### config.mk
export PLATFORM = sky130hd
export DESIGN_NAME = ramped_gain_mixer_dc_block
export DESIGN_NICKNAME = d
export VERILOG_FILES = /design/src/sv/rgm_pkg.sv /design/src/sv/rgm_gain_ramp.sv /design/src/sv/ramped_gain_mixer_dc_block.sv
export VERILOG_INCLUDE_DIRS = /design/src /design/src/sv
export SDC_FILE = /design/constraint.sdc
export NUM_CORES = 2
export LEC_CHECK = 0
export BUFFER_PORTS_ARGS = -buffer_cell sky130_fd_sc_hd__buf_2
export CAP_MARGIN = 20
export CELL_PAD_IN_SITES_DETAIL_PLACEMENT = 0
export CELL_PAD_IN_SITES_GLOBAL_PLACEMENT = 1
export CORE_MARGIN = 5
export CORE_UTILIZATION = 50
export CTS_CLUSTER_DIAMETER = 120
export DETAILED_ROUTE_END_ITERATION = 8
export GPL_ROUTABILITY_DRIVEN = 0
export GPL_TIMING_DRIVEN = 0
export PLACE_DENSITY = 0.8
export SYNTH_ARGS = -nofsm -noshare
export SYNTH_HDL_FRONTEND = slang
export SYNTH_SLANG_ARGS = --single-unit
### constraint.sdc
create_clock -name clk -period 24.4 [get_ports clk]
set_input_delay 1.22 -clock clk [delete_from_list [all_inputs] [get_ports clk]]
set_output_delay 1.22 -clock clk [all_outputs]
set_load 0.05 [all_outputs]
### src/sv/ramped_gain_mixer_dc_block_macros.svh
// ----------------------------------------------------------------------------
// Assertion macros for the ramped gain mixer
// Short forms for the concurrent checks at the end of the top level.
// ----------------------------------------------------------------------------
`ifndef RAMPED_GAIN_MIXER_DC_BLOCK_MACROS_SVH
`define RAMPED_GAIN_MIXER_DC_BLOCK_MACROS_SVH

// The consequent must hold in the same cycle as the antecedent.
`define RGM_ASSERT_NOW(name, clk, rst_n, ante, cons, msg) \
  name: assert property (@(posedge clk) disable iff (!rst_n) (ante) |-> (cons)) \
    else $error(msg);

// The consequent must hold in the cycle after the antecedent.
`define RGM_ASSERT_NEXT(name, clk, rst_n, ante, cons, msg) \
  name: assert property (@(posedge clk) disable iff (!rst_n) (ante) |=> (cons)) \
    else $error(msg);

`endif

### src/sv/rgm_pkg.sv
// ----------------------------------------------------------------------------
// rgm_pkg
// Types, constants and helper functions of the ramped gain mixer.
// ----------------------------------------------------------------------------
package rgm_pkg;

  localparam int RGM_NUM_SLOTS = 8;

  localparam int SLOT_W   = 3;
  localparam int LEVEL_W  = 16;
  localparam int SAMPLE_W = 24;
  localparam int GAIN_W   = 16;
  localparam int PROD_W   = SAMPLE_W + GAIN_W + 1;
  localparam int SUM_W    = 32;

  // Register map of the configuration port.
  localparam int CFG_IDX_W = 2;
  typedef enum logic [CFG_IDX_W-1:0] {
    REG_RAMP_STEP = 2'd0,
    REG_POLE_COEF = 2'd1
  } rgm_reg_t;

  localparam logic [15:0] RAMP_STEP_RST = 16'd68;
  localparam logic [15:0] POLE_COEF_RST = 16'd65364;
  localparam logic [15:0] POLE_MAX      = 16'd65529;

  localparam logic signed [SUM_W-1:0] OUT_LIMIT = 32'sd5242880;

  typedef struct packed {
    logic [SLOT_W-1:0]          slot_index;
    logic                       slot_active;
    logic                       slot_muted;
    logic [LEVEL_W-1:0]         target_level;
    logic signed [SAMPLE_W-1:0] tap_sample;
    logic                       frame_end;
  } rgm_word_t;

  // Saturate a 34-bit signed value to the signed 32-bit range.
  function automatic logic signed [SUM_W-1:0] sat32(input logic signed [SUM_W+1:0] v);
    logic signed [SUM_W+1:0] hi;
    logic signed [SUM_W+1:0] lo;
    hi = 34'sh0_7FFF_FFFF;
    lo = -34'sh0_8000_0000;
    if (v > hi) begin
      sat32 = 32'sh7FFF_FFFF;
    end else if (v < lo) begin
      sat32 = 32'sh8000_0000;
    end else begin
      sat32 = v[SUM_W-1:0];
    end
  endfunction

  // Clamp the blocker output to plus or minus 10 V in Q4.19.
  function automatic logic signed [SAMPLE_W-1:0] clamp_out(input logic signed [SUM_W-1:0] v);
    logic signed [SUM_W-1:0] c;
    c = v;
    if (v > OUT_LIMIT) begin
      c = OUT_LIMIT;
    end else if (v < -OUT_LIMIT) begin
      c = -OUT_LIMIT;
    end
    clamp_out = c[SAMPLE_W-1:0];
  endfunction

endpackage

### src/sv/rgm_gain_ramp.sv
// ----------------------------------------------------------------------------
// rgm_gain_ramp
// Per-channel gain store, gain ramp toward the target and sample scaling.
// ----------------------------------------------------------------------------
module rgm_gain_ramp #(
  parameter int NUM_SLOTS = rgm_pkg::RGM_NUM_SLOTS
) (
  input  logic                                clk,
  input  logic                                rst_n,
  input  logic                                upd_en,
  input  rgm_pkg::rgm_word_t                  word,
  input  logic [15:0]                         ramp_step,
  output logic signed [rgm_pkg::PROD_W-1:0]   prod,
  output logic                                hit
);
  import rgm_pkg::*;

  // Only the slots that the index field can reach are stored.
  localparam int GAIN_DEPTH = (NUM_SLOTS < (1 << SLOT_W)) ? NUM_SLOTS : (1 << SLOT_W);
  localparam int IDX_W      = (GAIN_DEPTH > 1) ? $clog2(GAIN_DEPTH) : 1;

  logic [GAIN_W-1:0] gain_r [GAIN_DEPTH];

  logic              in_range;
  logic [IDX_W-1:0]  gidx;
  logic [GAIN_W-1:0] g_cur;
  logic [GAIN_W-1:0] target;
  logic [GAIN_W:0]   up;
  logic [GAIN_W-1:0] gap;
  logic [GAIN_W-1:0] g_nxt;

  always_comb begin
    in_range = (32'(word.slot_index) < 32'(GAIN_DEPTH));
    gidx     = IDX_W'(word.slot_index);
    g_cur    = in_range ? gain_r[gidx] : '0;
    target   = word.slot_muted ? '0 : word.target_level;
    up       = {1'b0, g_cur} + {1'b0, ramp_step};
    gap      = g_cur - target;
    g_nxt    = g_cur;
    if (g_cur < target) begin
      g_nxt = (up < {1'b0, target}) ? up[GAIN_W-1:0] : target;
    end else if (g_cur > target) begin
      g_nxt = (gap > ramp_step) ? (g_cur - ramp_step) : target;
    end
    hit  = in_range && word.slot_active;
    prod = word.tap_sample * $signed({1'b0, g_nxt});
  end

  // An inactive channel drops its gain, so it restarts from silence.
  always_ff @(posedge clk) begin
    if (!rst_n) begin
      for (int i = 0; i < GAIN_DEPTH; i++) begin
        gain_r[i] <= '0;
      end
    end else if (upd_en && in_range) begin
      gain_r[gidx] <= word.slot_active ? g_nxt : '0;
    end
  end

endmodule

### src/sv/ramped_gain_mixer_dc_block.sv
// ----------------------------------------------------------------------------
// ramped_gain_mixer_dc_block
// Monitor mixer: ramped channel gains, frame sum, one-pole DC blocker.
// ----------------------------------------------------------------------------
// The block takes one channel word per clock cycle and keeps taking one per
// cycle for as long as the result side does not stall. A word passes an input
// register, a stage that ramps the channel gain and scales the sample, and a
// stage that adds it to the frame sum; a word with frame_end set then goes
// through the DC blocker stage into the output register. The blocker stage, a
// 16 by 32 bit multiply of the pole with the previous blocker output followed
// by an add and saturation, closes a feedback loop through the blocker output
// register and sets the clock limit. While the output is stalled, words
// without frame_end still drain into the frame sum; in_stall rises once two
// frame_end words wait behind the output register and one more word sits in
// the input register. There is no clearing pass after reset.
// ----------------------------------------------------------------------------
module ramped_gain_mixer_dc_block #(
  parameter int NUM_SLOTS = rgm_pkg::RGM_NUM_SLOTS
) (
  input  logic                                   clk,
  input  logic                                   rst_n,
  // input words
  input  logic                                   in_valid,
  output logic                                   in_stall,
  input  logic [rgm_pkg::SLOT_W-1:0]             in_slot_index,
  input  logic                                   in_slot_active,
  input  logic                                   in_slot_muted,
  input  logic [rgm_pkg::LEVEL_W-1:0]            in_target_level,
  input  logic signed [rgm_pkg::SAMPLE_W-1:0]    in_tap_sample,
  input  logic                                   in_frame_end,
  // result words
  output logic                                   out_valid,
  input  logic                                   out_stall,
  output logic signed [rgm_pkg::SAMPLE_W-1:0]    out_mix_out,
  // configuration writes
  input  logic                                   cfg_valid,
  output logic                                   cfg_ready,
  input  logic [rgm_pkg::CFG_IDX_W-1:0]          cfg_index,
  input  logic [15:0]                            cfg_data
);
  import rgm_pkg::*;

  `include "ramped_gain_mixer_dc_block_macros.svh"

  // Configuration registers.
  logic [15:0] ramp_step_r;
  logic [15:0] pole_coef_r;

  assign cfg_ready = 1'b1;

  always_ff @(posedge clk) begin
    if (!rst_n) begin
      ramp_step_r <= RAMP_STEP_RST;
      pole_coef_r <= POLE_COEF_RST;
    end else if (cfg_valid && cfg_ready) begin
      unique case (cfg_index)
        REG_RAMP_STEP: ramp_step_r <= cfg_data;
        REG_POLE_COEF: pole_coef_r <= cfg_data;
        default: ;
      endcase
    end
  end

  // Pipeline handshake. Words without frame_end retire in the sum stage.
  logic s1_v_r, s2_v_r, s3_v_r, out_v_r;
  logic s1_ready, s2_ready, s3_ready, out_ready;
  logic s1_fire, s2_fire, s3_fire;

  rgm_word_t                  s1_word_r;
  logic signed [PROD_W-1:0]   prod;
  logic                       hit;
  logic signed [PROD_W-1:0]   s2_prod_r;
  logic                       s2_hit_r;
  logic                       s2_fe_r;

  always_comb begin
    out_ready = !out_v_r || !out_stall;
    s3_ready  = !s3_v_r || out_ready;
    s3_fire   = s3_v_r && out_ready;
    s2_fire   = s2_v_r && (!s2_fe_r || s3_ready);
    s2_ready  = !s2_v_r || s2_fire;
    s1_fire   = s1_v_r && s2_ready;
    s1_ready  = !s1_v_r || s2_ready;
    in_stall  = !s1_ready;
  end

  // Stage 1: input register.
  always_ff @(posedge clk) begin
    if (!rst_n) begin
      s1_v_r <= 1'b0;
    end else if (s1_ready) begin
      s1_v_r <= in_valid;
    end
  end

  always_ff @(posedge clk) begin
    if (s1_ready && in_valid) begin
      s1_word_r.slot_index   <= in_slot_index;
      s1_word_r.slot_active  <= in_slot_active;
      s1_word_r.slot_muted   <= in_slot_muted;
      s1_word_r.target_level <= in_target_level;
      s1_word_r.tap_sample   <= in_tap_sample;
      s1_word_r.frame_end    <= in_frame_end;
    end
  end

  // Gain ramp and sample scaling; gains update as the word leaves stage 1.
  rgm_gain_ramp #(
    .NUM_SLOTS (NUM_SLOTS)
  ) u_gain_ramp (
    .clk       (clk),
    .rst_n     (rst_n),
    .upd_en    (s1_fire),
    .word      (s1_word_r),
    .ramp_step (ramp_step_r),
    .prod      (prod),
    .hit       (hit)
  );

  // Stage 2: scaled sample register.
  always_ff @(posedge clk) begin
    if (!rst_n) begin
      s2_v_r <= 1'b0;
    end else if (s2_ready) begin
      s2_v_r <= s1_v_r;
    end
  end

  always_ff @(posedge clk) begin
    if (s1_fire) begin
      s2_prod_r <= prod;
      s2_hit_r  <= hit;
      s2_fe_r   <= s1_word_r.frame_end;
    end
  end

  // Frame accumulation and the input half of the blocker.
  logic signed [SUM_W-1:0]  frame_sum_r;
  logic                     any_r;
  logic signed [SUM_W-1:0]  prev_sum_r;
  logic signed [PROD_W-1:0] prod_sh;
  logic signed [25:0]       addend;
  logic signed [SUM_W:0]    sum_ext;
  logic signed [SUM_W-1:0]  acc_nxt;
  logic                     any_nxt;
  logic signed [SUM_W:0]    diff_nxt;

  always_comb begin
    prod_sh  = s2_prod_r >>> 15;
    addend   = s2_hit_r ? prod_sh[25:0] : '0;
    sum_ext  = {frame_sum_r[SUM_W-1], frame_sum_r} + {{7{addend[25]}}, addend};
    acc_nxt  = sat32({sum_ext[SUM_W], sum_ext});
    any_nxt  = any_r || s2_hit_r;
    diff_nxt = {acc_nxt[SUM_W-1], acc_nxt} - {prev_sum_r[SUM_W-1], prev_sum_r};
  end

  always_ff @(posedge clk) begin
    if (!rst_n) begin
      frame_sum_r <= '0;
      any_r       <= 1'b0;
      prev_sum_r  <= '0;
    end else if (s2_fire) begin
      if (s2_fe_r) begin
        frame_sum_r <= '0;
        any_r       <= 1'b0;
        if (any_nxt) begin
          prev_sum_r <= acc_nxt;
        end
      end else begin
        frame_sum_r <= acc_nxt;
        any_r       <= any_nxt;
      end
    end
  end

  // Stage 3: one word per frame, holding x - x_prev.
  logic signed [SUM_W:0] s3_diff_r;
  logic                  s3_any_r;

  always_ff @(posedge clk) begin
    if (!rst_n) begin
      s3_v_r <= 1'b0;
    end else if (s3_ready) begin
      s3_v_r <= s2_v_r && s2_fe_r;
    end
  end

  always_ff @(posedge clk) begin
    if (s2_fire && s2_fe_r) begin
      s3_diff_r <= diff_nxt;
      s3_any_r  <= any_nxt;
    end
  end

  // Blocker feedback: y = (x - x_prev) + floor(pole * y_prev / 2^16).
  logic signed [SUM_W-1:0]   blocker_out_r;
  logic [15:0]               pole_eff;
  logic signed [48:0]        pole_prod;
  logic signed [48:0]        pole_sh;
  logic signed [SUM_W:0]     pole_term;
  logic signed [SUM_W+1:0]   y_ext;
  logic signed [SUM_W-1:0]   y_nxt;
  logic signed [SAMPLE_W-1:0] mix_nxt;
  logic signed [SAMPLE_W-1:0] mix_out_r;

  always_comb begin
    pole_eff  = (pole_coef_r > POLE_MAX) ? POLE_MAX : pole_coef_r;
    pole_prod = $signed({1'b0, pole_eff}) * blocker_out_r;
    pole_sh   = pole_prod >>> 16;
    pole_term = pole_sh[SUM_W:0];
    y_ext     = {s3_diff_r[SUM_W], s3_diff_r} + {pole_term[SUM_W], pole_term};
    y_nxt     = sat32(y_ext);
    mix_nxt   = s3_any_r ? clamp_out(y_nxt) : '0;
  end

  always_ff @(posedge clk) begin
    if (!rst_n) begin
      blocker_out_r <= '0;
    end else if (s3_fire && s3_any_r) begin
      blocker_out_r <= y_nxt;
    end
  end

  // Output register.
  always_ff @(posedge clk) begin
    if (!rst_n) begin
      out_v_r <= 1'b0;
    end else if (out_ready) begin
      out_v_r <= s3_v_r;
    end
  end

  always_ff @(posedge clk) begin
    if (s3_fire) begin
      mix_out_r <= mix_nxt;
    end
  end

  assign out_valid   = out_v_r;
  assign out_mix_out = mix_out_r;

  // Checks.
  `RGM_ASSERT_NOW(a_mix_in_range, clk, rst_n, out_v_r,
    (SUM_W'(mix_out_r) <= OUT_LIMIT) && (SUM_W'(mix_out_r) >= -OUT_LIMIT),
    "mix output beyond 10 V")
  `RGM_ASSERT_NEXT(a_silent_zero, clk, rst_n, s3_fire && !s3_any_r,
    out_v_r && (mix_out_r == '0), "silent frame did not give zero")
  `RGM_ASSERT_NEXT(a_silent_hold, clk, rst_n, s3_fire && !s3_any_r,
    $stable(blocker_out_r), "silent frame changed the blocker state")
  `RGM_ASSERT_NEXT(a_frame_clear, clk, rst_n, s2_fire && s2_fe_r,
    (frame_sum_r == '0) && !any_r, "frame sum not cleared at frame end")

endmodule
==> impl_results.md <==
- Outcome: complete, no violations
- Vias per inst: 5.49
- Startpoint types: register
- Height of the die: around 340 µm
- Wire length per cell: about 21 µm
- Post-synthesis sequential area ratio: approximately a fifth
- Critical path type: register to register
- Final nets: about 7300
- Main synth FF type: edfxtp_1
- Final core occ: a little over half
- Area leader, netlist: fa_1
- Arrival time at the worst endpoint: 16.25 ns
- CP max-delay cell: mux2i_1
- Detailed Route WL: approximately 150 mm
- Final setup skew: 0.0178 ns
- Max layer used: met5
- Ranking of synthesized cells by area: fa_1, edfxtp_1, ha_1
- Final non-filler cell area: approximately 58000 µm²
- Met3 wire len: between 9 and 10 mm
- Post-route DRC: 0
- Minimum clock period: between 15 and 20 ns
- H-tree level count: 2
- Final ANT Viol Nets: 0
- Port-buffer cells: 94
- Largest net degree at the start of global routing: 37
- Critical path capture point type: register
- # IOs: 96
- Flops & latches, synth: a little under 400
- Clock buffer count from CTS: 46
- Hold Violations, Final: 0
- First drt pass iteration count: 6
- Width of the die: about 340 µm
- GR Overflow Total: 0
- Area Overhead vs Synth: 7.40%
- CP max FO: 10
- Most frequent CP cell: fa_1
- Count of max-cap constraint violations: 0
- Routed vias: 40499
- Reg-to-reg slack, setup: 8.48 ns
- Cell Area, Synth: between 50000 and 60000 µm²
- Core Footprint: between 100000 and 150000 µm²
- Hold buffers post-CTS: 0
- Cell Area, Placed: about 57000 µm²
- Syn nets: 7111
- Setup Fix Bufs, Post-CTS: 0
- GRT Total Usage: 26.7%
- DPL Wire Length: approximately 130 mm
- Overall die area: about 120000 µm²
- Hold_ws: roughly 0.42 ns
- CTS resizes: 0
- Worst hold path class: register to register
- Slew margin rel.: 30.1%
- Number of synthesized flops with an enable pin: 260
- Fmax: 62.8 MHz
- Mapped Avg Cell Area: between 9 and 10 µm²
- # fillers: 9827
- Clock Sinks: just under 400
- RSZ-0062 raised after global routing: no
- Slowest stage delay, CP: between 0.7 and 0.8 ns
- Period utilization: roughly 65%
- Initial drt markers: 2989
- Syn. warnings: 0
- Unique masters post-synth: 91
- Clock transition at the registers of the reported paths: ~0.060 ns
- # rows: 120
- Post-synth ARST share: 0%
- Top cell type's share of synthesized area: between 30 and 40%
- Setup TNS: 0 ns
- Share of cells above drive strength 1: roughly 4.8%
- # setup viols final: 0
- Initial core utilization: between 50% and 60%
- First-pass GRT wire length: around 240 mm
- Worst-Margin Slew: between 1 and 1.5 ns
- CTS Root Cell: clkbuf_16
- Vias in the first global route: roughly 42000
- TritonCTS clock tree: done
- Synth Instances: 5782
- Initial antenna violation count: 4
- CTS Buffer Depth: 3
- Worst Path Required: 24.73 ns
- Clock Latency Late Sink: 0.62 ns
- M1 WL: 63.7 mm
- Max Slew Vio Count: 0
- Metal2 WL: approximately 74 mm
[cell families (layout without fill, tap and decap cells)]
group                      after synthesis  in the layout  synth area share, %
xor gates and xnor gates               174            174                 2.81
adders and majority gates             1260           1260                 41.1
and+or+nand+nor                       1812           1812                 16.3
DFF                                    396            396                 19.4
other                                    1              4              0.00692
AOI/OAI and AO/OA                      749            749                 8.90
buffers and inverters                 1305           1497                 9.07
muxes                                   85             85                 2.39
[cell usage in the layout (no fill, tap or decap), types with 11 or more instances in the layout]
| master | netlist | final |
|---|---|---|
| inv_1 | 1044 | 1044 |
| fa_1 | 868 | 868 |
| nand2_1 | 760 | 760 |
| and2_1 | 393 | 393 |
| ha_1 | 392 | 392 |
| edfxtp_1 | 260 | 260 |
| clkbuf_1 | 244 | 252 |
| a21oi_1 | 238 | 238 |
| nor2_1 | 230 | 229 |
| dfxtp_1 | 136 | 136 |
| o21ai_0 | 134 | 132 |
| nor2b_1 | 133 | 131 |
| xnor2_1 | 126 | 126 |
| buf_2 | 4 | 99 |
| a21o_1 | 74 | 74 |
| nand3_1 | 55 | 55 |
| and3_1 | 51 | 51 |
| nor3_1 | 51 | 51 |
| xor2_1 | 48 | 48 |
| clkbuf_16 | 0 | 47 |
| o21a_1 | 42 | 42 |
| nand2b_1 | 42 | 42 |
| a211oi_1 | 33 | 33 |
| mux2_2 | 33 | 33 |
| mux4_2 | 32 | 32 |
| o21ai_1 | 28 | 28 |
| a22o_1 | 23 | 23 |
| nand4_1 | 22 | 22 |
| mux2i_1 | 18 | 18 |
| a221oi_1 | 18 | 18 |
| o211ai_1 | 17 | 17 |
| a31oi_1 | 16 | 16 |
| or3_1 | 15 | 15 |
| or2_2 | 14 | 14 |
| o31ai_1 | 15 | 13 |
| nor4_1 | 12 | 12 |
| o21bai_1 | 11 | 11 |
[metrics by stage]
step                setup slack (ns)  std cells
global route                    7.49       7379
CTS                             8.43       7376
floorplan                      11.67       5782
finish                          8.48       7380
global placement                8.55       7279
detailed placement              8.47       7290
[state kept, by name, indices dropped and copies added, names as in the netlist, 16 cells and up, named ones only]
register / count
ramp_step_r: 16
pole_coef_r: 16
out_mix_out: 24
frame_sum_r: 32
u_gain_ramp.gain_r: 128
s3_diff_r: 33
s2_prod_r: 26
s1_word_r: 46
blocker_out_r: 32
prev_sum_r: 32
[cell usage after synthesis (all sizes together) (6+ instances only)]
cell type / count
and2: 394
ha: 392
o31ai: 16
a211o: 8
buf: 15
nand3: 55
mux2: 35
nor2: 230
edfxtp: 260
nor2b: 133
o21bai: 11
o2111ai: 6
or3: 15
nand2: 760
fa: 868
o21a: 42
and4: 8
nor3: 51
dfxtp: 136
nor4: 13
inv: 1046
nand4: 22
nand2b: 42
xnor2: 126
mux2i: 18
o21ai: 162
and3: 51
a221oi: 19
a21o: 74
a21oi: 240
xor2: 48
or2: 16
a22o: 23
clkbuf: 244
a211oi: 34
o31a: 9
o211ai: 17
a311oi: 9
or4: 6
a21boi: 13
mux4: 32
a31oi: 17
[metal layers]
metal	global-route usage (%)	vias to the layer above
li1	-	18646
met1	35.6	20224
met2	45.0	1335
met3	3.26	292
met4	10.3	2
met5	0	-
[worst max-delay path: cells and delay by family, from the launching register on]
family	cells	cell delay, ns
compound gates	20	4.36
xor+xnor	2	0.22
fa+ha+maj	10	4.33
buf+inv	11	2.92
flops	1	0.32
mux	3	1.84
simple gates	6	1.59
[final timing paths]
path | startpoint | to | cells past startpoint
max | register | s2_prod_r[40]$_DFFE_PP_ | 52
min | s1_word_r[0]$_DFFE_PP_ | s2_fe_r$_DFFE_PP_ | 0
max reg2reg | register | s2_prod_r[40]$_DFFE_PP_ | 52
min reg2reg | s1_word_r[0]$_DFFE_PP_ | s2_fe_r$_DFFE_PP_ | 0
[cell type report]
class	count	area, µm²	share of cell area [%]
inverters	1046	3930	6.75
multi-input cells	4081	38800	66.7
clock buffers	60	1270	2.19
plain buffers	259	988	1.70
repair buffers	106	652	1.12
well taps	1403	1760	3.02
flip-flops and latches	396	10500	18.1
clock inverters	26	258	0.443
diodes	3	7.51	0.0129
Power is not shown: default switching activity piles up to over one toggle a cycle in this logic, so the estimate is an artifact.
